**src/rtl/dmds_pkg.sv**
```systemverilog
`timescale 1ns / 1ps
// ----------------------------------------------------------------------------
// dmds_pkg
// Types and fixed widths shared by the depth min-downsample unit.
// ----------------------------------------------------------------------------
package dmds_pkg;

  localparam int SW_W = 11;
  localparam int SH_W = 10;
  localparam int TW_W = 11;
  localparam int TH_W = 10;
  localparam int CFG_DATA_W = 11;
  localparam int CFG_INDEX_W = 2;

  localparam logic [CFG_INDEX_W-1:0] CFG_SOURCE_WIDTH  = 2'd0;
  localparam logic [CFG_INDEX_W-1:0] CFG_SOURCE_HEIGHT = 2'd1;
  localparam logic [CFG_INDEX_W-1:0] CFG_TARGET_WIDTH  = 2'd2;
  localparam logic [CFG_INDEX_W-1:0] CFG_TARGET_HEIGHT = 2'd3;

  localparam logic [SW_W-1:0] SOURCE_WIDTH_RESET  = 11'd640;
  localparam logic [SH_W-1:0] SOURCE_HEIGHT_RESET = 10'd480;
  localparam logic [TW_W-1:0] TARGET_WIDTH_RESET  = 11'd320;
  localparam logic [TH_W-1:0] TARGET_HEIGHT_RESET = 10'd240;

  localparam int COL_W = 10;
  localparam int ROW_W = 9;
  localparam int IN_DEPTH_W = 16;
  localparam int OUT_DEPTH_W = 16;

  localparam logic ACT_LOAD  = 1'b0;
  localparam logic ACT_QUERY = 1'b1;

  // numerator S*(2o+1)+D and denominator 2D per axis
  localparam int XNUM_W = SW_W + COL_W + 2;
  localparam int XDEN_W = TW_W + 1;
  localparam int YNUM_W = SH_W + ROW_W + 2;
  localparam int YDEN_W = TH_W + 1;

  localparam int QUEUE_DEPTH = 2;

  typedef struct packed {
    logic                  action;
    logic [COL_W-1:0]      column;
    logic [ROW_W-1:0]      row;
    logic [IN_DEPTH_W-1:0] depth_in;
  } item_t;

  typedef struct packed {
    logic [OUT_DEPTH_W-1:0] depth_out;
    logic                   found;
  } result_t;

  typedef struct packed {
    logic [SW_W-1:0] source_width;
    logic [SH_W-1:0] source_height;
    logic [TW_W-1:0] target_width;
    logic [TH_W-1:0] target_height;
  } cfg_t;

  typedef enum logic [1:0] {
    KIND_LOAD,
    KIND_QUERY,
    KIND_EMPTY
  } kind_t;

  typedef struct packed {
    kind_t                 kind;
    logic [SW_W-1:0]       x0;
    logic [SW_W-1:0]       x1;
    logic [SH_W-1:0]       y0;
    logic [SH_W-1:0]       y1;
    logic [IN_DEPTH_W-1:0] depth;
  } entry_t;

endpackage

```
**src/rtl/dmds_div.sv**
```systemverilog
`timescale 1ns / 1ps
// ----------------------------------------------------------------------------
// dmds_div
// Restoring unsigned divider, one quotient bit per cycle.
// ----------------------------------------------------------------------------
module dmds_div #(
  parameter int NUM_W = 23,
  parameter int DEN_W = 12
) (
  input  logic             clk,
  input  logic             rst,
  input  logic             start,
  input  logic [NUM_W-1:0] num,
  input  logic [DEN_W-1:0] den,
  output logic [NUM_W-1:0] quo,
  output logic             valid
);

  localparam int CNT_W = $clog2(NUM_W);

  logic [DEN_W-1:0] rem;
  logic [DEN_W-1:0] den_r;
  logic [CNT_W-1:0] count;
  logic             running;
  logic [DEN_W:0]   trial;
  logic             fits;

  always_comb begin
    trial = {rem, quo[NUM_W-1]};
    fits  = trial >= {1'b0, den_r};
  end

  always_ff @(posedge clk) begin
    if (rst) begin
      running <= 1'b0;
      valid   <= 1'b0;
    end else if (start) begin
      quo     <= num;
      den_r   <= den;
      rem     <= '0;
      count   <= '0;
      running <= 1'b1;
      valid   <= 1'b0;
    end else if (running) begin
      if (fits) begin
        rem <= DEN_W'(trial - {1'b0, den_r});
      end else begin
        rem <= trial[DEN_W-1:0];
      end
      quo   <= {quo[NUM_W-2:0], fits};
      count <= count + CNT_W'(1);
      if (count == CNT_W'(NUM_W - 1)) begin
        running <= 1'b0;
        valid   <= 1'b1;
      end
    end
  end

endmodule

```
**src/rtl/dmds_front.sv**
```systemverilog
`timescale 1ns / 1ps
// ----------------------------------------------------------------------------
// dmds_front
// Accept input words, classify them and work out query window bounds.
// ----------------------------------------------------------------------------
module dmds_front #(
  parameter int MAX_COLUMNS = 1024,
  parameter int MAX_ROWS    = 512
) (
  input  logic             clk,
  input  logic             rst,
  input  logic             start,
  input  dmds_pkg::item_t  item,
  input  dmds_pkg::cfg_t   cfg,
  output logic             busy,
  output logic             push,
  output dmds_pkg::entry_t push_data,
  input  logic             q_full
);

  localparam int SW_W   = dmds_pkg::SW_W;
  localparam int SH_W   = dmds_pkg::SH_W;
  localparam int COL_W  = dmds_pkg::COL_W;
  localparam int ROW_W  = dmds_pkg::ROW_W;
  localparam int XNUM_W = dmds_pkg::XNUM_W;
  localparam int XDEN_W = dmds_pkg::XDEN_W;
  localparam int YNUM_W = dmds_pkg::YNUM_W;
  localparam int YDEN_W = dmds_pkg::YDEN_W;
  localparam int XP_W   = XNUM_W - 1;
  localparam int YP_W   = YNUM_W - 1;

  typedef enum logic [2:0] {
    F_IDLE,
    F_MUL,
    F_START,
    F_DIV,
    F_FIN
  } state_t;

  state_t state;

  logic [COL_W-1:0]  col_r;
  logic [ROW_W-1:0]  row_r;
  logic [XP_W-1:0]   prod_x;
  logic [YP_W-1:0]   prod_y;
  logic [SW_W-1:0]   sw;
  logic [SH_W-1:0]   sh;
  logic              size_zero;
  logic              accept;
  logic              div_start;
  logic [XNUM_W-1:0] hi_num_x;
  logic [XNUM_W-1:0] lo_num_x;
  logic [XNUM_W-1:0] two_sw;
  logic [YNUM_W-1:0] hi_num_y;
  logic [YNUM_W-1:0] lo_num_y;
  logic [YNUM_W-1:0] two_sh;
  logic [XDEN_W-1:0] den_x;
  logic [YDEN_W-1:0] den_y;
  logic [XNUM_W-1:0] lx_quo;
  logic [XNUM_W-1:0] hx_quo;
  logic [YNUM_W-1:0] ly_quo;
  logic [YNUM_W-1:0] hy_quo;
  logic              lx_valid;
  logic              hx_valid;
  logic              ly_valid;
  logic              hy_valid;
  logic              divs_done;
  logic              off_x;
  logic              off_y;
  logic [SW_W-1:0]   lo_x;
  logic [SW_W-1:0]   hi_x;
  logic [SH_W-1:0]   lo_y;
  logic [SH_W-1:0]   hi_y;
  dmds_pkg::entry_t  fin_entry;

  always_comb begin
    sw = (int'(cfg.source_width) > MAX_COLUMNS) ? SW_W'(MAX_COLUMNS) : cfg.source_width;
    sh = (int'(cfg.source_height) > MAX_ROWS) ? SH_W'(MAX_ROWS) : cfg.source_height;
    size_zero = (sw == '0) || (sh == '0) || (cfg.target_width == '0) ||
                (cfg.target_height == '0);
    busy   = (state != F_IDLE) || q_full;
    accept = start && !busy;

    // hi numerator S*(2o+1)+D, lo numerator is that minus 2S, floored at zero
    two_sw   = XNUM_W'({sw, 1'b0});
    two_sh   = YNUM_W'({sh, 1'b0});
    hi_num_x = XNUM_W'(prod_x) + XNUM_W'(cfg.target_width);
    hi_num_y = YNUM_W'(prod_y) + YNUM_W'(cfg.target_height);
    lo_num_x = (hi_num_x < two_sw) ? '0 : hi_num_x - two_sw;
    lo_num_y = (hi_num_y < two_sh) ? '0 : hi_num_y - two_sh;
    den_x    = {cfg.target_width, 1'b0};
    den_y    = {cfg.target_height, 1'b0};
    div_start = state == F_START;
    divs_done = lx_valid && hx_valid && ly_valid && hy_valid;

    off_x = lx_quo >= XNUM_W'(sw);
    off_y = ly_quo >= YNUM_W'(sh);
    lo_x  = SW_W'(lx_quo);
    lo_y  = SH_W'(ly_quo);
    hi_x  = (hx_quo > XNUM_W'(sw - SW_W'(1))) ? sw - SW_W'(1) : SW_W'(hx_quo);
    hi_y  = (hy_quo > YNUM_W'(sh - SH_W'(1))) ? sh - SH_W'(1) : SH_W'(hy_quo);
    if (hi_x < lo_x) begin
      hi_x = lo_x;
    end
    if (hi_y < lo_y) begin
      hi_y = lo_y;
    end

    fin_entry       = '0;
    fin_entry.kind  = (off_x || off_y) ? dmds_pkg::KIND_EMPTY : dmds_pkg::KIND_QUERY;
    fin_entry.x0    = lo_x;
    fin_entry.x1    = hi_x;
    fin_entry.y0    = lo_y;
    fin_entry.y1    = hi_y;

    push      = 1'b0;
    push_data = '0;
    if ((state == F_IDLE) && accept) begin
      if (item.action == dmds_pkg::ACT_LOAD) begin
        push_data.kind  = dmds_pkg::KIND_LOAD;
        push_data.x0    = SW_W'(item.column);
        push_data.y0    = SH_W'(item.row);
        push_data.depth = item.depth_in;
        push = (int'(item.column) < MAX_COLUMNS) && (int'(item.row) < MAX_ROWS);
      end else if (size_zero) begin
        push_data.kind = dmds_pkg::KIND_EMPTY;
        push = 1'b1;
      end
    end else if ((state == F_FIN) && !q_full) begin
      push_data = fin_entry;
      push = 1'b1;
    end
  end

  always_ff @(posedge clk) begin
    if (rst) begin
      state <= F_IDLE;
    end else begin
      case (state)
        F_IDLE: begin
          if (accept && (item.action == dmds_pkg::ACT_QUERY) && !size_zero) begin
            col_r <= item.column;
            row_r <= item.row;
            state <= F_MUL;
          end
        end
        F_MUL: begin
          prod_x <= XP_W'(sw) * XP_W'({col_r, 1'b1});
          prod_y <= YP_W'(sh) * YP_W'({row_r, 1'b1});
          state  <= F_START;
        end
        F_START: begin
          state <= F_DIV;
        end
        F_DIV: begin
          if (divs_done) begin
            state <= F_FIN;
          end
        end
        F_FIN: begin
          if (!q_full) begin
            state <= F_IDLE;
          end
        end
        default: begin
          state <= F_IDLE;
        end
      endcase
    end
  end

  dmds_div #(.NUM_W(XNUM_W), .DEN_W(XDEN_W)) u_div_lx (
    .clk(clk), .rst(rst), .start(div_start), .num(lo_num_x), .den(den_x),
    .quo(lx_quo), .valid(lx_valid)
  );

  dmds_div #(.NUM_W(XNUM_W), .DEN_W(XDEN_W)) u_div_hx (
    .clk(clk), .rst(rst), .start(div_start), .num(hi_num_x), .den(den_x),
    .quo(hx_quo), .valid(hx_valid)
  );

  dmds_div #(.NUM_W(YNUM_W), .DEN_W(YDEN_W)) u_div_ly (
    .clk(clk), .rst(rst), .start(div_start), .num(lo_num_y), .den(den_y),
    .quo(ly_quo), .valid(ly_valid)
  );

  dmds_div #(.NUM_W(YNUM_W), .DEN_W(YDEN_W)) u_div_hy (
    .clk(clk), .rst(rst), .start(div_start), .num(hi_num_y), .den(den_y),
    .quo(hy_quo), .valid(hy_valid)
  );

`ifndef NO_ASSERTIONS
  a_push_room: assert property (@(posedge clk) disable iff (rst) push |-> !q_full)
    else $error("front pushed into a full queue");

  a_fin_ready: assert property (@(posedge clk) disable iff (rst)
    (state == F_FIN) |-> divs_done)
    else $error("window bounds used before the dividers finished");
`endif

endmodule

```
**config.mk**
```make
export PLATFORM = sky130hd
export DESIGN_NAME = dmds_front
export DESIGN_NICKNAME = d
export VERILOG_FILES = /design/src/rtl/dmds_pkg.sv /design/src/rtl/dmds_div.sv /design/src/rtl/dmds_front.sv
export SDC_FILE = /design/constraint.sdc
export NUM_CORES = 1
export LEC_CHECK = 0
export ABC_AREA = 1
export ABC_CLOCK_PERIOD_IN_PS = 10700
export BUFFER_PORTS_ARGS = -buffer_cell sky130_fd_sc_hd__buf_2
export CORE_MARGIN = 2
export CORE_UTILIZATION = 23
export CTS_CLUSTER_DIAMETER = 60
export DETAILED_ROUTE_END_ITERATION = 10
export PLACE_DENSITY_LB_ADDON = 0.05
export SYNTH_ARGS = -nofsm -noshare
export SYNTH_HDL_FRONTEND = slang
export SYNTH_SLANG_ARGS = --single-unit
```
**constraint.sdc**
```tcl
create_clock -name clk -period 10.7 [get_ports clk]
set_input_delay 2.14 -clock clk [delete_from_list [all_inputs] [get_ports clk]]
set_output_delay 2.14 -clock clk [all_outputs]
set_load 0.005 [all_outputs]
```
After elaboration in Yosys (flattened, before gate mapping):

Index checks and enable logic that the tools add are counted.

* RAM bits: 0
* latch bits: 0
* output and inout bits: 62
* bits in read-only memories: 0
* memories kept: 0
* bits in registers: 247
* bits of input ports: 82
* word-level logic and storage cells: 170

* add/subtract/negate cells: 16
* divide/modulo/power cells: 0
* $lt $le $gt $ge: 14
* reduce and logical (&&, ||, !) cells: 39
* muxes and demuxes: 60
* shifts and indexed selects: 0
* $mul: 2
* bitwise operators: 1
* equality and inequality tests: 11

Operator list (count)
* $mux 23: 5
* $mux 21: 5
* $mux 11: 8
* $mux 10: 6
* $mux 60: 1
* $mux 12: 4
* $mux 16: 2
* $ge 13x12->1: 2
* $ge 12x11->1: 2
* $sub 12x12->12: 2
* $add 22x11->23: 1
* $ge 23x11->1: 1
* $gt 23x23->1: 1
* $lt 23x12->1: 1
* $sub 23x12->23: 1
* $logic_not 11->1: 2
* $mul 11x11->22: 1
* $sub 11x11->11: 2
* $add 20x10->21: 1
* $ge 21x10->1: 1
* $gt 21x21->1: 1
* $lt 21x11->1: 1
* $sub 21x11->21: 1
* $add 5x1->5 const B: 4
* other kinds (33): 87

Longest topological paths before layout:

* depth after elaboration: 10
* mapped depth: 35
* depth with buffers taken out: 33

Modules after synthesis:

From an unflattened synthesis, not the netlist that was laid out.

* cell total of the unflattened synthesis: 3751
* area total of the unflattened synthesis: 28386.0 um^2

By module, submodules not included
* dmds_front: cells an instance 2325, sequential area each 1891.8 um^2, area an instance 16336.9 um^2, times used 1
* dmds_div at u_div_hx ...: cells an instance 366, sequential area each 1601.5 um^2, area an instance 3118.0 um^2, times used 2
* dmds_div at u_div_hy ...: cells an instance 347, sequential area each 1481.4 um^2, area an instance 2906.5 um^2, times used 2

Worst setup path after synthesis:

Ideal clock, no wire load.

* path type: input -> output
* from: in cfg[23] (netlist bit)
* to: out push_data[16] (netlist bit)
* cell stages on the path: 29
* data required time: 8.560 ns
* arrival time: 6.421 ns
* path buffers: 2
* path slack: 2.139 ns
* cell sequence: nor2_1 -> and3_1 -> nand2_1 -> nand2_2 -> nand2_1 -> ha_1 -> inv_1 -> nor2_1 -> nand3_1 -> ha_1 -> nand2_1 -> nor2_1 -> nand2_1 -> nor2_1 -> nand2_1 -> nand3_1 -> nand2_1 -> clkbuf_1 -> nand2_1 -> o21ai_0 -> ha_1 -> nand2_1 -> inv_1 -> nand3_1 -> a31oi_1 -> a2111oi_0 -> clkbuf_1 -> a21oi_1 -> nor2_1

RTL lines
* start: declaration: line dmds_front.sv:14 `input dmds_pkg::cfg_t cfg,`
* end: declaration: line dmds_front.sv:17 `output dmds_pkg::entry_t push_data,`

==> results.md <==
- Worst Path Class, Setup: input pin to primary output
- Internal Pwr Total: 0.00344 W
- Worst vdd ir: 0.112 mV
- Drt first pass iters: 5
- Post-CTS sizing: 0
- Layout Cells excl Fill: 4857
- DP HPWL: 74.2 mm
- Switching part of the total: 43.6%
- Worst hold margin: 463 ps
- Post-placement cell count: 4771
- Setup_tns: 0 ps
- Overall global routing resource usage: 16.1%
- Core area: 111000 µm²
- Avg Cell Area, Syn: 8.01 µm²
- Vias per cell: 4.46
- Fill cells: 12.1k
- Cells after Synth: 3191
- Ys async rst share: 0%
- CP Data Required Time: 8560 ps
- Max-Cap Viols: 0
- Post-CTS Setup Repair Bufs: 0
- HP Class: register to register
- Synth Cell Area: 25600 µm²
- Starting Density: 23.1%
- Area contributors post-synth: edfxtp_1, ha_1, fa_1, nand2_1, inv_1
- CTS HTree Levels: 2
- Worst setup SP type: input pin
- Cts bufs inserted: 46
- Status: completed
- Initial DRC count: 1317
- Initial antenna violation count: 2
- Post-synthesis register bit count: 247
- RSZ-0062 raised after global routing: false
- Leakage: 14.2 nW
- Area grow syn2layout: 16.0%
- # clock sinks: 247
- Port Buf Inserts: 143
- Net Sw Power: 0.00266 W
- Sequential share of power: 25.9%
- Post-CTS Hold Buffers: 0
- Final Hold Viols: 0
- # DRC: 0
- GP Congestion: 0.829
- Root buf cell: clkbuf_16
- Largest net degree at the start of global routing: 81
- Die Area: 114000 µm²
- Worst-margin pin slew: 1070 ps
- Critical Path AT: 7600 ps
- Power density cells: 206 nW/µm²
- Number of global-route vias before repair: 22.2k
- Worst-Skew Late Latency: 610 ps
- Final number of setup-violating endpoints: 0
- Register area share after synthesis: 28.6%
- Post-synth EDFFs: 236
- DR vias: 21.7k
- Total routed wirelength: 91.5 mm
- Clock power frac: 26.0%
- Worst-path clk slew: 50 ps
- Total grt overflow: 0
- Relative slew slack: 28.1%
- Setup crit end kind: primary output
- CTS max path bufs: 3
- Share of post-route cells with drive strength above 1: 10.3%
- Final ANT Viol Nets: 0
- Final #Nets: 3857
- Comb pwr share: 48.1%
- Synth area leader: edfxtp_1
- Row cnt: 122
- Max Clock Freq: 103 MHz
- Fin Clk Skew: 25.8 ps
- Library cells used by synthesis: 54
- Mapped Nets: 3717
- Minimum clock period after layout: 9740 ps
- Period utilization: 91.0%
- Die W: 337 µm
- Fin. max-slew vios: 0
- Ports: 144
- Die H: 337 µm
- WL per Instance: 18.8 µm
- Yosys top cell area share: 27.7%
- Ys Warns: 0
- Synth Flop Type: edfxtp_1
- First-pass GRT wire length: 138 mm
- CTS tree: yes
- Critical-path maximum fanout: 22
## power by group through the flow
stage,clock network [W],registers (W),logic [W]
detailed placement,0,0.00160,0.00296
CTS,0.00164,0.00158,0.00298
finish,0.00158,0.00158,0.00293
floorplan,0,0.00152,0.00206
global route,0.00167,0.00160,0.00335
global placement,0,0.00160,0.00297
## critical path, stage by stage
cell and delay [ps]:
buf_2 450, nor2_1 280, inv_2 290, nand2_1 90
inv_1 90, nand2_1 80, nor2_1 260, nand3_1 440
ha_1 490, nand2_1 70, nor2_1 190, nand4_1 120
nor2_1 120, nand3_1 100, nand2_1 410, inv_1 230
nand2_1 110, nand2_1 80, ha_1 340, nand4_1 150
nor2_1 120, nand2_1 390, nand3_1 200, nand2_1 70
nor2_1 130, buf_2 130
## placed cells by master, fill, tap and decap left out, types with 5 or more instances in the layout
cell,n
a21o_1,16
a21oi_1,185
a31oi_1,14
and3_1,5
buf_2,143
buf_4,20
bufinv_16,8
clkbuf_16,47
clkinv_1,8
clkinv_2,6
clkinv_4,7
dfxtp_1,11
edfxtp_1,236
fa_1,150
ha_1,294
inv_1,479
inv_2,10
inv_6,5
nand2_1,782
nand2_2,31
nand3_1,161
nand3_2,7
nand3b_1,11
nand4_1,32
nor2_1,264
nor2_2,12
nor2_4,7
nor3_1,23
nor3b_1,5
nor4_1,12
o211ai_1,5
o21ai_0,154
o21ai_1,18
o21bai_1,6
o22ai_2,20
or2_2,5
xnor2_1,31
xor2_1,89
## per-layer routing
| metal | GRT usage (%) | share of wire (%) |
|---|---|---|
| met1 | 23.6 | 51 |
| met2 | 25.0 | 43 |
| met3 | 1.99 | 3.9 |
| met4 | 4.20 | 2.2 |
| met5 | 0 | 0.014 |
## synth_stat cells, types with 31 or more instances
cell / count
nand2_1: 786
inv_1: 480
ha_1: 294
nor2_1: 268
edfxtp_1: 236
a21oi_1: 185
nand3_1: 161
o21ai_0: 154
fa_1: 150
xor2_1: 89
clkbuf_1: 46
nand4_1: 32
xnor2_1: 31
## registers in the layout, summed over array words and instances, names as in the netlist, 3 cells and up
register,flops
u_div_ly.count,5
u_div_lx.rem,12
u_div_hx.rem,12
u_div_lx.den_r,11
row_r,9
prod_y,20
u_div_hy.den_r,10
u_div_lx.count,5
col_r,10
state,3
u_div_hx.quo,23
u_div_ly.quo,21
u_div_ly.rem,11
u_div_hy.rem,11
u_div_lx.quo,23
u_div_hy.count,5
u_div_hy.quo,21
prod_x,22
u_div_hx.count,5
## path summary, 6_finish.rpt
kind | to | cells past startpoint | slack (ps) | from
setup / recovery | push_data[42] | 26 | 960 | cfg[41]
hold / removal | u_div_lx.valid$_SDFFE_PP0P_ | 2 | 460 | u_div_lx.valid$_SDFFE_PP0P_
setup reg to reg | prod_y[13]$_DFFE_PP_ | 15 | 5150 | row_r[1]$_DFFE_PP_
hold reg to reg | u_div_lx.valid$_SDFFE_PP0P_ | 2 | 460 | u_div_lx.valid$_SDFFE_PP0P_
## final cells by class
class	instances	area, µm²	area share [%]
Timing Repair Buffer	163	866	2.92
Sequential cell	247	7310	24.6
Clock buffer	52	1210	4.10
Multi-Input combinational cell	2377	16100	54.4
Antenna cell	2	5.00	0.0169
Clock inverter	32	413	1.39
Tap cell	1488	1860	6.28
Inverter	496	1860	6.29
## cells by family after synthesis
kind of cell	share of synthesized area [%]
adders and majority gates	26.1
DFF	28.6
AOI/OAI and AO/OA	9.93
xor gates and xnor gates	4.11
buffers and inverters	8.51
and+or+nand+nor	22.7
## per-stage QoR
step	setup WS (ps)	instance area (µm²)	utilization, %	power [W]
after floorplan	2140	25600	-	0.00358
after global placement	1230	28000	25.4	0.00457
after detailed placement	971	28000	25.4	0.00456
after CTS	944	29700	26.8	0.00620
after global routing	69.7	29700	26.8	0.00662
final	960	29700	26.8	0.00610
No activity file was read; power rests on OpenSTA's default activity.
