==> src/rtl/dmds_pkg.sv <==
`timescale 1ns / 1ps
// ----------------------------------------------------------------------------
// dmds_pkg
// Types and fixed widths shared by the depth min-downsample unit.
// ----------------------------------------------------------------------------
package dmds_pkg;

  localparam int SW_W = 11;
  localparam int SH_W = 10;
  localparam int TW_W = 11;
  localparam int TH_W = 10;
  localparam int CFG_DATA_W = 11;
  localparam int CFG_INDEX_W = 2;

  localparam logic [CFG_INDEX_W-1:0] CFG_SOURCE_WIDTH  = 2'd0;
  localparam logic [CFG_INDEX_W-1:0] CFG_SOURCE_HEIGHT = 2'd1;
  localparam logic [CFG_INDEX_W-1:0] CFG_TARGET_WIDTH  = 2'd2;
  localparam logic [CFG_INDEX_W-1:0] CFG_TARGET_HEIGHT = 2'd3;

  localparam logic [SW_W-1:0] SOURCE_WIDTH_RESET  = 11'd640;
  localparam logic [SH_W-1:0] SOURCE_HEIGHT_RESET = 10'd480;
  localparam logic [TW_W-1:0] TARGET_WIDTH_RESET  = 11'd320;
  localparam logic [TH_W-1:0] TARGET_HEIGHT_RESET = 10'd240;

  localparam int COL_W = 10;
  localparam int ROW_W = 9;
  localparam int IN_DEPTH_W = 16;
  localparam int OUT_DEPTH_W = 16;

  localparam logic ACT_LOAD  = 1'b0;
  localparam logic ACT_QUERY = 1'b1;

  // numerator S*(2o+1)+D and denominator 2D per axis
  localparam int XNUM_W = SW_W + COL_W + 2;
  localparam int XDEN_W = TW_W + 1;
  localparam int YNUM_W = SH_W + ROW_W + 2;
  localparam int YDEN_W = TH_W + 1;

  localparam int QUEUE_DEPTH = 2;

  typedef struct packed {
    logic                  action;
    logic [COL_W-1:0]      column;
    logic [ROW_W-1:0]      row;
    logic [IN_DEPTH_W-1:0] depth_in;
  } item_t;

  typedef struct packed {
    logic [OUT_DEPTH_W-1:0] depth_out;
    logic                   found;
  } result_t;

  typedef struct packed {
    logic [SW_W-1:0] source_width;
    logic [SH_W-1:0] source_height;
    logic [TW_W-1:0] target_width;
    logic [TH_W-1:0] target_height;
  } cfg_t;

  typedef enum logic [1:0] {
    KIND_LOAD,
    KIND_QUERY,
    KIND_EMPTY
  } kind_t;

  typedef struct packed {
    kind_t                 kind;
    logic [SW_W-1:0]       x0;
    logic [SW_W-1:0]       x1;
    logic [SH_W-1:0]       y0;
    logic [SH_W-1:0]       y1;
    logic [IN_DEPTH_W-1:0] depth;
  } entry_t;

endpackage

==> src/rtl/dmds_queue.sv <==
`timescale 1ns / 1ps
// ----------------------------------------------------------------------------
// dmds_queue
// Short FIFO of command words between the front and back ends.
// ----------------------------------------------------------------------------
module dmds_queue (
  input  logic             clk,
  input  logic             rst,
  input  logic             push,
  input  dmds_pkg::entry_t push_data,
  output logic             full,
  input  logic             pop,
  output dmds_pkg::entry_t pop_data,
  output logic             empty
);

  localparam int DEPTH = dmds_pkg::QUEUE_DEPTH;
  localparam int PTR_W = $clog2(DEPTH);
  localparam int CNT_W = $clog2(DEPTH + 1);

  dmds_pkg::entry_t slots [DEPTH];
  logic [PTR_W-1:0] wr_ptr;
  logic [PTR_W-1:0] rd_ptr;
  logic [CNT_W-1:0] count;
  logic             do_push;
  logic             do_pop;

  always_comb begin
    full     = count == CNT_W'(DEPTH);
    empty    = count == '0;
    do_push  = push && !full;
    do_pop   = pop && !empty;
    pop_data = slots[rd_ptr];
  end

  always_ff @(posedge clk) begin
    if (rst) begin
      wr_ptr <= '0;
      rd_ptr <= '0;
      count  <= '0;
    end else begin
      if (do_push) begin
        slots[wr_ptr] <= push_data;
        wr_ptr <= (wr_ptr == PTR_W'(DEPTH - 1)) ? '0 : wr_ptr + PTR_W'(1);
      end
      if (do_pop) begin
        rd_ptr <= (rd_ptr == PTR_W'(DEPTH - 1)) ? '0 : rd_ptr + PTR_W'(1);
      end
      if (do_push && !do_pop) begin
        count <= count + CNT_W'(1);
      end else if (do_pop && !do_push) begin
        count <= count - CNT_W'(1);
      end
    end
  end

endmodule

==> config.mk <==
export PLATFORM = sky130hd
export DESIGN_NAME = dmds_queue
export DESIGN_NICKNAME = d
export VERILOG_FILES = /design/src/rtl/dmds_pkg.sv /design/src/rtl/dmds_queue.sv
export SDC_FILE = /design/constraint.sdc
export NUM_CORES = 1
export LEC_CHECK = 0
export BUFFER_PORTS_ARGS = -buffer_cell sky130_fd_sc_hd__buf_2
export CORE_MARGIN = 2
export CORE_UTILIZATION = 45
export DETAILED_ROUTE_END_ITERATION = 12
export PLACE_DENSITY_LB_ADDON = 0.1
export SYNTH_ARGS = -nofsm -noshare
export SYNTH_HDL_FRONTEND = slang
export SYNTH_SLANG_ARGS = --single-unit
==> constraint.sdc <==
create_clock -name clk -period 9.45 [get_ports clk]
set_input_delay 2.3625 -clock clk [delete_from_list [all_inputs] [get_ports clk]]
set_output_delay 2.3625 -clock clk [all_outputs]
set_load 0.005 [all_outputs]
Word-level counts from Yosys, hierarchy flattened
Memories as Yosys holds them, arrays and structs flattened. A register that Yosys moved wholly into a read port is not among the register bits.
Index checks and enable logic that the tools add are counted.
{"block": "word_totals", "ff_bits": 4, "mem_bits_rw": 120, "input_bits": 64, "out_inout_bits": 62, "mem_count": 1}
{"block": "classes", "add_sub_neg": 4, "eq_ne": 1, "n_mux": 9, "reduce_logical": 10}
{"name": "slots", "words": 2, "word_bits": 60, "rd": 1, "rd_clocked_by_memory_dff": 1, "wr": 1, "line": "dmds_queue.sv:21", "text": "dmds_pkg::entry_t slots [DEPTH];"}
{"op": "1-bit two-way mux", "count": 7}
{"op": "1-bit logical AND", "count": 4}
{"op": "1-bit logical NOT", "count": 4}
{"op": "2-bit two-way mux", "count": 2}
{"op": "1-bit adder, second input constant", "count": 2}
{"op": "2-bit by 1-bit adder with 2-bit output, second input constant", "count": 1}
{"op": "2-bit equality test, second input constant", "count": 1}
{"op": "2-bit logical NOT", "count": 1}
{"op": "2-bit nonzero test", "count": 1}
{"op": "2-bit by 1-bit subtractor with 2-bit output, second input constant", "count": 1}

Longest topological paths before layout
Gate-level depths: netlist of run 1.
{"block": "depth", "ltp_word": 7, "depth_mapped": 7}

Worst setup path after synthesis of run 1
No wires, ideal clock.
{"block": "synth_path", "path_type": "input port to flip-flop", "start": "input push", "end": "memory slots[1][0] (netlist name) (enable)", "setup_ns": 0.565, "arrival_time_ns": 6.836, "setup_slack_ns": 2.049, "path_stages": 2, "n_path_buf": 0, "path_cell_list": "nand2b_1 nor3b_1"}
{"block": "synth_between", "elab_chain_cells": 4}
{"item": "start: declaration", "line": "dmds_queue.sv:9", "text": "input logic push,"}
{"item": "1-bit logical AND", "line": "dmds_queue.sv:31", "text": "do_push = push && !full;"}
{"item": "1-bit two-way mux", "line": "dmds_queue.sv:42", "text": "if (do_push) begin"}
{"item": "1-bit two-way mux", "line": "dmds_queue.sv:37", "text": "if (rst) begin"}
{"item": "1-bit two-way mux (not written as such)", "line": "dmds_queue.sv:43", "text": "slots[wr_ptr] <= push_data;"}
{"item": "end: declaration", "line": "dmds_queue.sv:21"}
Every way passes these cells.

==> results.md, run 1 <==
| Group | Result | Value |
|---|---|---|
| yosys | Average cell area after synthesis | 21.3 um^2 |
| detailed routing | Wire length after detailed routing | 8.02 mm |
| critical path | Maximum fanout encountered on the critical timing path | 31 |
| critical path | Arrival time reported for the critical path endpoint | 2350 ps |
| clocking | Worst-skew pair later-pin latency | 500 ps |
| die | Core Box Area | 9770 um^2 |
| detailed routing | Starting DRT DRC Count | 91 |
| timing | Setup repair after global routing missed its margin | no |
| critical path | Startpoint type of the worst setup path | flop |
| global route | Global-route wire length before repair | 12.5 mm |
| clocking | Number of levels the H-tree was split into | 4 |
| clocking | Clock sinks | 125 |
| yosys | Sequential element share of the synthesized area | 0.816 |
| yosys | Count of synthesis-stage warnings from yosys | 0 |
| critical path | Count of cells along the worst register-to-register path | 4 |
| critical path | Critical-path cell list | buf_4 -> mux2_2 -> buf_2 |
| yosys | Cell Area, Synth | 4540 um^2 |
| placement | Detailed placer's ending HPWL | 5.13 mm |
| critical path | Data required time of the worst path | 7090 ps |
| clocking | TritonCTS clock tree | yes |
| yosys | Number of standard cells after synthesis | 213 |
| timing | Min Tclk post-route | 4720 ps |
| clocking | Total of cells resized after clock tree synthesis | 0 |
| detailed routing | DRC violations left | 0 |
| yosys | Syn_nets | 278 |
| timing | Count of final hold-check violations | 0 |
| die | Effective utilization at floorplan | 0.465 |
| global route | Number of global-route vias before repair | 2439 |
| detailed routing | Number of detailed-routing iterations run before antenna repair | 4 |
| timing | Final Max Tran Viols | 0 |
| detailed routing | Routed Antenna Nets | 0 |
| clocking | Count of hold buffers inserted by post-cts repair | 0 |
| pwr | Clk pwr share | 0.405 |
| pwr | Register share of total power | 0.431 |
| placement | RD Place Congestion | 0.694 |
| critical path | Master of the slowest instance on the critical path | dfxtp_2 |
| yosys | Fraction of post-synthesis cell area in the top cell type by area | 0.794 |
| critical path | Critical path endpoint | pop_data[17] |
| layout | Net count reported at finish | 420 |
| timing | Remaining max-slew budget at the tightest pin | 0.501 |
| outcome | Outcome | finished clean |
| yosys | Main area contributors after synthesis | edfxtp_1 (79%), mux2_2 (15%), dfxtp_1 (2.2%) |
| detailed routing | Routed length per placed instance | 16.0 um |
| timing | Summed negative setup slack over all endpoints | 0 ps |
| die | Number of primary I/O pins | 126 |
| timing | Worst clock skew | 9.15 ps |
| pwr | Net switching fraction of the power | 0.233 |
| job | Max Cap Viol | 0 |
| layout | Ant. Diodes | 0 |
| critical path | Cell count along the critical path | 3 |
| critical path | Register-to-register setup slack | 7650 ps |
| clocking | Buffer cell driving the clock tree root | clkbuf_8 |
| critical path | Worst setup path class | reg -> out |
| pwr | Combinational power share | 0.164 |
| yosys | Leading area contributor after synthesis | edfxtp_1 |
| pwr | Power per cell area | 270 nW/um^2 |
| global route | Total gr overflow | 0 |
| placement | Placed Instance Area | 5350 um^2 |
| placement | Port Buffers | 125 |
| pwr | Static power due to leakage | 2.23 nW |
| die | Die footprint | 10900 um^2 |
| critical path | Top delay family on crit path | flip-flops |
| yosys | Synth Register Bits | 125 |
| clocking | Number of setup buffers added after CTS | 0 |
| die | Chip Height | 104 um |
| clocking | Inserted Clock Buffers | 17 |
| timing | Number of endpoints failing setup at the final stage | 0 |
| min path | Path category of the worst min-delay check | reg -> reg |
| layout | Design Area, Final | 5960 um^2 |
| die | Placement Rows | 36 |
| global route | Maximum number of pins on one net before global-route repair | 41 |
| clocking | Max Root-Sink Buffers | 2 |
| pwr | Internal portion of total power | 0.00123 W |
| critical path | Endpoint of the most critical register-to-register path | slots[1][37]$_DFFE_PP_ |
| timing | Worst Max-Slew Pin Slew | 748 ps |
| layout | Area Growth Syn to Fin | 31.3% |
| timing | Maximum operating frequency | 212 MHz |
| global route | Global router's overall resource usage | 0.154 |
| layout | Share of post-route cells with drive strength above 1 | 0.614 |
| global route | Antenna violations before repair | 0 |
| die | Floorplan die width | 104 um |
| pwr | Maximum vdd ir drop | 0.128 mV |
| critical path | Type of destination of the critical path | primary output |
| yosys | Number of distinct library cells after synthesis | 15 |
| detailed routing | Vias per std cell | 4.75 |
| critical path | Peak per-stage delay on the critical path | 810 ps |
| pwr | Power dissipated by switching net loads | 0.000375 W |
| critical path | Startpoint of the worst-slack reg-to-reg timing path | count[1]$_SDFFE_PP0P_ |
| timing | Share of the clock period used by the worst path after layout | 0.499 |
| detailed routing | Total via count in the routed design | 2382 |
| critical path | Critical path buffers and inverters | 2 |
| clocking | CTS clk-pin slew, worst paths | 60 ps |
## cell families (layout without fill, tap and decap cells)
| family | Yosys count | count (layout) | share of synthesized area |
|---|---|---|---|
| DFF | 125 | 125 | 0.816 |
| muxes | 60 | 60 | 0.149 |
| and+or+nand+nor | 10 | 10 | 0.0121 |
| buffers and inverters | 9 | 164 | 0.00937 |
| AOI/OAI and AO/OA | 5 | 5 | 0.00551 |
| xor gates and xnor gates | 3 | 3 | 0.00579 |
| adders and majority gates | 1 | 1 | 0.00276 |
## worst reg2reg max path: cells and delay by family, from the launching register on
family	cells	cell delay, ps
flip-flops	1	330
buffers and inverters	1	490
AND/OR/NAND/NOR	3	570
## worst min-delay path by stage
stage / slack, ps / cells past startpoint / from / end
5_1_grt: 550 / 2 / count[1]$_SDFFE_PP0P_ / count[1]$_SDFFE_PP0P_
3_5_place_dp: 510 / 2 / count[1]$_SDFFE_PP0P_ / count[1]$_SDFFE_PP0P_
6_report: 520 / 2 / rd_ptr$_SDFFE_PP0P_ / rd_ptr$_SDFFE_PP0P_
4_1_cts: 520 / 2 / count[1]$_SDFFE_PP0P_ / count[1]$_SDFFE_PP0P_
3_3_place_gp: 490 / 2 / wr_ptr$_SDFFE_PP0P_ / wr_ptr$_SDFFE_PP0P_
2_1_floorplan: 460 / 2 / wr_ptr$_SDFFE_PP0P_ / wr_ptr$_SDFFE_PP0P_
## layout make-up
type | instances | area (um^2)
clock buffers | 20 | 455
clock inverters | 12 | 161
fillers | 769 | 3810
inverters | 2 | 7.51
multi-input cells | 79 | 805
flip-flops and latches | 125 | 3700
well taps | 133 | 166
repair buffers | 130 | 663
## metal layers
metal | vias to the layer above | global-route usage | share of wire
met1 | 1149 | 0.189 | 0.42
met4 | 0 | 0.0608 | 0.0071
li1 | 1132 | - | -
met2 | 95 | 0.240 | 0.50
met3 | 6 | 0.0658 | 0.080
met5 | - | 0 | 0
## power groups by stage
stage | combinational, W | sequential (W) | clock, W
after floorplan | 0.000175 | 0.000688 | 0
after global placement | 0.000268 | 0.000703 | 0
after detailed placement | 0.000267 | 0.000705 | 0
after CTS | 0.000270 | 0.000694 | 0.000665
after global routing | 0.000289 | 0.000699 | 0.000693
final | 0.000264 | 0.000692 | 0.000651
## through the flow
step | instances | setup slack [ps] | power [W] | hold slack, ps | utilization
after CTS | 501 | 4660 | 0.00163 | 519 | 0.610
after global placement | 469 | 5190 | 0.000972 | 486 | 0.547
after detailed placement | 469 | 5200 | 0.000972 | 507 | 0.547
final | 501 | 4730 | 0.00161 | 518 | 0.610
after global routing | 501 | 4560 | 0.00168 | 548 | 0.610
after floorplan | 213 | 2050 | 0.000862 | 461 | -
## registers in the layout (all words and copies together), names as in the netlist, named ones only
| name | count |
|---|---|
| rd_ptr | 1 |
| count | 2 |
| wr_ptr | 1 |
| slots | 120 |
## Yosys cell counts
master    number
nor3_1         1
nor3b_1        1
a21oi_1        2
mux2_2        60
nor2_1         4
o21ai_0        3
nor2b_2        1
inv_1          2
nand2b_1       1
or3_1          2
edfxtp_1     120
xor2_1         3
buf_2          7
dfxtp_1        5
ha_1           1
## layout by cell type (no fill, tap or decap), types with 4 or more instances in the layout
| master | count |
|---|---|
| clkbuf_8 | 4 |
| buf_4 | 5 |
| mux2_2 | 60 |
| clkbuf_16 | 16 |
| dfxtp_1 | 4 |
| clkinv_4 | 4 |
| nor2_1 | 4 |
| buf_2 | 125 |
| edfxtp_1 | 120 |
(Power assumes the default switching activity.)
==> inputs of run 2 (changes only) <==
--- a/config.mk
+++ b/config.mk
@@ -5,6 +5,7 @@
 export SDC_FILE = /design/constraint.sdc
 export NUM_CORES = 1
 export LEC_CHECK = 0
+export ABC_AREA = 1
 export BUFFER_PORTS_ARGS = -buffer_cell sky130_fd_sc_hd__buf_2
 export CORE_MARGIN = 2
 export CORE_UTILIZATION = 45
==> constraint.sdc (replaced) <==
create_clock -name clk -period 4.44 [get_ports clk]
set_input_delay 1.11 -clock clk [delete_from_list [all_inputs] [get_ports clk]]
set_output_delay 1.11 -clock clk [all_outputs]
set_load 0.005 [all_outputs]
==> run 2 against run 1 <==
Routed wire length fell by 1.4%; first-iteration DRC count fell by 24%; final cell count rose by 3.4%; cell area rose by 3.9%; non-clock buffer count fell by 2; total power rose by 110%; largest power group unchanged; highest routed layer unchanged.
==> results.md, run 2 <==
| Group | Result | Value | Delta |
|---|---|---|---|
| yosys | Post-synthesis mux area share | 0.184 | +0.0354 |
| clocking | Count of hold buffers inserted by post-cts repair | 0 | unchanged |
| clocking | Number of levels the H-tree was split into | 4 | unchanged |
| yosys | Leading cell types by count after synthesis | edfxtp_1 (120), mux2_4 (60), inv_1 (9) |  |
| yosys | Asr flop ratio synth | 0 | unchanged |
| layout | Leading cell type in the layout, fill and taps excluded | buf_2 |  |
| global route | Number of global-route vias before repair | 2434 | -0.21% |
| global route | Global router's overall resource usage | 0.141 | -0.0128 |
| yosys | Leading area contributor after synthesis | edfxtp_1 |  |
| layout | Flip-flop count of the largest register after layout | 120 | unchanged |
| layout | Leading cell types in the layout, fill and taps excluded | buf_2 (125), edfxtp_1 (120), mux2_4 (60) |  |
| yosys | Most frequent cell after synthesis | edfxtp_1 |  |
| global route | Total gr overflow | 0 | unchanged |
| min path | Path category of the worst min-delay check | reg -> reg |  |
| timing | Count of final hold-check violations | 0 | unchanged |
| critical path | Maximum fanout encountered on the critical timing path | 60 | +94% |
| timing | Summed negative setup slack over all endpoints | 0 ps | unchanged |
| placement | Port Buffers | 125 | unchanged |
| yosys | Sequential element share of the synthesized area | 0.757 | -0.0582 |
| die | Core Box Area | 10700 um^2 | +9.4% |
| critical path | Master of the slowest instance on the critical path | dfxtp_4 |  |
| timing | Maximum operating frequency | 308 MHz |  |
| yosys | Number of distinct library cells after synthesis | 18 | +3 |
| yosys | Number of enable-type register cells in the synthesized netlist | 120 | unchanged |
| critical path | Data required time of the worst path | 3330 ps | -3760 ps |
| layout | Largest reg by FF count | slots |  |
| job | Max Cap Viol | 0 | unchanged |
| pwr | Maximum vdd ir drop | 0.370 mV | +190% |
| clocking | Buffer cell driving the clock tree root | clkbuf_8 |  |
| critical path | Startpoint type of the worst setup path | flop |  |
| layout | Largest registers | slots (120), count (2) |  |
| global route | Global-route wire length before repair | 11.9 mm | -4.7% |
| layout | Net count reported at finish | 430 | +2.4% |
| pwr | Total Power | 0.00342 W | +110% |
| yosys | Compound-gate portion of the synthesized area | 0.00691 | +0.00140 |
| die | Floorplan die width | 108 um | +3.6% |
| detailed routing | Vias per std cell | 4.62 | -2.9% |
| timing | Final Max Tran Viols | 0 | unchanged |
| clocking | TritonCTS clock tree | yes |  |
| yosys | Post-Synth Adder-Cell Area | 0.00256 | -0.000197 |
| timing | Worst Max-Slew Pin Slew | 1150 ps | +402 ps |
| yosys | Primary FF master, synth | edfxtp_1 |  |
| global route | Maximum number of pins on one net before global-route repair | 61 | +49% |
| yosys | Simple-gate area share of the yosys netlist | 0.0151 | +0.00297 |
| critical path | Worst setup path class | reg -> out |  |
| detailed routing | Wire length after detailed routing | 7.91 mm | -1.4% |
| timing | Number of endpoints failing setup at the final stage | 0 | unchanged |
| yosys | Synth Register Bits | 125 | unchanged |
| global route | Antenna violations before repair | 0 | unchanged |
| min path | Count of cells along the worst hold path | 2 | unchanged |
| yosys | Average cell area after synthesis | 21.7 um^2 | +1.9% |
| critical path | Count of cells along the worst register-to-register path | 5 | +1 |
| die | Die footprint | 11700 um^2 | +7.4% |
| clocking | Number of setup buffers added after CTS | 0 | unchanged |
| placement | Placed Instance Area | 5620 um^2 | +5.1% |
| critical path | Top delay family on crit path | flip-flops |  |
| layout | Number of fill cells | 848 | +10% |
| yosys | Count of synthesis-stage warnings from yosys | 0 | unchanged |
| die | Effective utilization at floorplan | 0.457 | -0.00747 |
| clocking | Total of cells resized after clock tree synthesis | 0 | unchanged |
| yosys | Main area contributors after synthesis | edfxtp_1 (74%), mux2_4 (18%), buf_12 (2.5%) |  |
| detailed routing | Total via count in the routed design | 2391 | +0.38% |
| pwr | Power per cell area | 551 nW/um^2 | +100% |
| yosys | Fraction of post-synthesis cell area in the top cell type by area | 0.737 | -0.0567 |
| yosys | Number of standard cells after synthesis | 225 | +5.6% |
| timing | Setup repair after global routing missed its margin | no |  |
| detailed routing | Number of detailed-routing iterations run before antenna repair | 4 | unchanged |
| outcome | Outcome | finished clean |  |
| layout | Ant. Diodes | 0 | unchanged |
| pwr | Static power due to leakage | 2.46 nW | +10% |
| placement | RD Place Congestion | 0.686 | -1.2% |
| timing | Min Tclk post-route | 3250 ps |  |
| critical path | Cell count along the critical path | 2 | -1 |
| placement | Detailed placer's ending HPWL | 4.98 mm | -2.9% |
| clocking | Worst-skew pair later-pin latency | 500 ps | about the same |
| critical path | Critical-path cell list | mux2_4 -> buf_2 |  |
| yosys | Main combinational cell family by area after synthesis | multiplexers |  |
| yosys | Syn_nets | 290 | +4.3% |
| yosys | Post-synthesis xor/xnor area fraction | 0 | -0.00579 |
| die | Chip Height | 108 um | +3.6% |
| critical path | Type of destination of the critical path | primary output |  |
| clocking | Max Root-Sink Buffers | 2 | unchanged |
| clocking | Inserted Clock Buffers | 17 | unchanged |
| critical path | Arrival time reported for the critical path endpoint | 2140 ps | -210 ps |
| layout | Share of post-route cells with drive strength above 1 | 0.587 | -0.0268 |
| critical path | Peak per-stage delay on the critical path | 1120 ps | +310 ps |
| critical path | Critical path buffers and inverters | 1 | -1 |
| detailed routing | Starting DRT DRC Count | 69 | -24% |
| timing | Remaining max-slew budget at the tightest pin | 0.233 | -0.268 |
| layout | Area Growth Syn to Fin | 26.8% |  |
| detailed routing | DRC violations left | 0 | unchanged |
| layout | Design Area, Final | 6200 um^2 | +3.9% |
| clocking | Clock sinks | 125 | unchanged |
| detailed routing | Routed length per placed instance | 15.3 um | -4.6% |
| die | Placement Rows | 38 | +5.6% |
| yosys | Cell Area, Synth | 4890 um^2 | +7.7% |
| timing | Worst clock skew | 7.98 ps | -1.17 ps |
| die | Number of primary I/O pins | 126 | unchanged |
| timing | Share of the clock period used by the worst path after layout | 0.732 |  |
| detailed routing | Routed Antenna Nets | 0 | unchanged |
| clocking | CTS clk-pin slew, worst paths | 60 ps | about the same |
==> run 2: changes by cell type after synthesis, moves of 2 or more <==
cell     previous run  this run
buf_12              0         6
buf_2               7         0
inv_1               2         9
mux2_2             60         0
mux2_4              0        60
nand2_1             0         6
nor2_1              4         6
or3_1               2         0
xor2_1              3         0
==> run 2: path summary, 6_finish.rpt <==
| path | start | end | slack [ps] |
|---|---|---|---|
| max | flop | pop_data[27] | 1190 |
| min | wr_ptr$_SDFFE_PP0P_ | wr_ptr$_SDFFE_PP0P_ | 480 |
| max reg2reg | count[0]$_SDFFE_PP0P_ | slots[0][44]$_DFFE_PP_ | 2340 |
| min reg2reg | wr_ptr$_SDFFE_PP0P_ | wr_ptr$_SDFFE_PP0P_ | 480 |
==> run 2: area by class of cell <==
class	instances	area, um^2	share of cell area
Inverter	9	33.8	0.00545
Timing Repair Buffer	128	661	0.107
Sequential cell	125	3710	0.598
Clock inverter	11	143	0.0230
Multi-Input combinational cell	84	1040	0.168
Clock buffer	21	439	0.0709
Tap cell	140	175	0.0283
==> run 2: metrics by stage <==
| step | hold WS, ps | setup slack, ps | utilization | std cells |
|---|---|---|---|---|
| 3_5_place_dp | 473 | 1530 | 0.525 | 486 |
| 4_1_cts | 484 | 1110 | 0.579 | 518 |
| 6_report | 481 | 1190 | 0.579 | 518 |
| 5_1_grt | 509 | 1050 | 0.579 | 518 |
| 2_1_floorplan | 450 | 91.7 | - | 225 |
| 3_3_place_gp | 466 | 1590 | 0.525 | 486 |
==> run 2: kinds of logic after synthesis <==
kind of cell / count (synthesis)
AO/OA/AOI/OAI: 6
buffers and inverters: 16
flip-flops: 125
multiplexers: 60
AND/OR/NAND/NOR: 17
adder cells (fa/ha/maj): 1
==> run 2: worst min-delay path: stages (launching register included) <==
cell and delay [ps]:
dfxtp_1 310, nand2_1 80, a21oi_2 50
==> run 2: power breakdown <==
| part | internal, W | switching [W] | total, W |
|---|---|---|---|
| Clock | 0.000866 | 0.000460 | 0.00133 |
| Sequential | 0.00141 | 0.000115 | 0.00152 |
| Combinational | 0.000358 | 0.000209 | 0.000567 |
==> run 2: metal layers <==
metal | up-vias | track usage | share of wire | wire [um]
met5 | - | 0 | 0 | 0
met4 | 0 | 0.0632 | 0.012 | 98
met3 | 8 | 0.0627 | 0.075 | 593
met2 | 81 | 0.222 | 0.49 | 3910
met1 | 1153 | 0.167 | 0.42 | 3310
li1 | 1149 | - | - | -
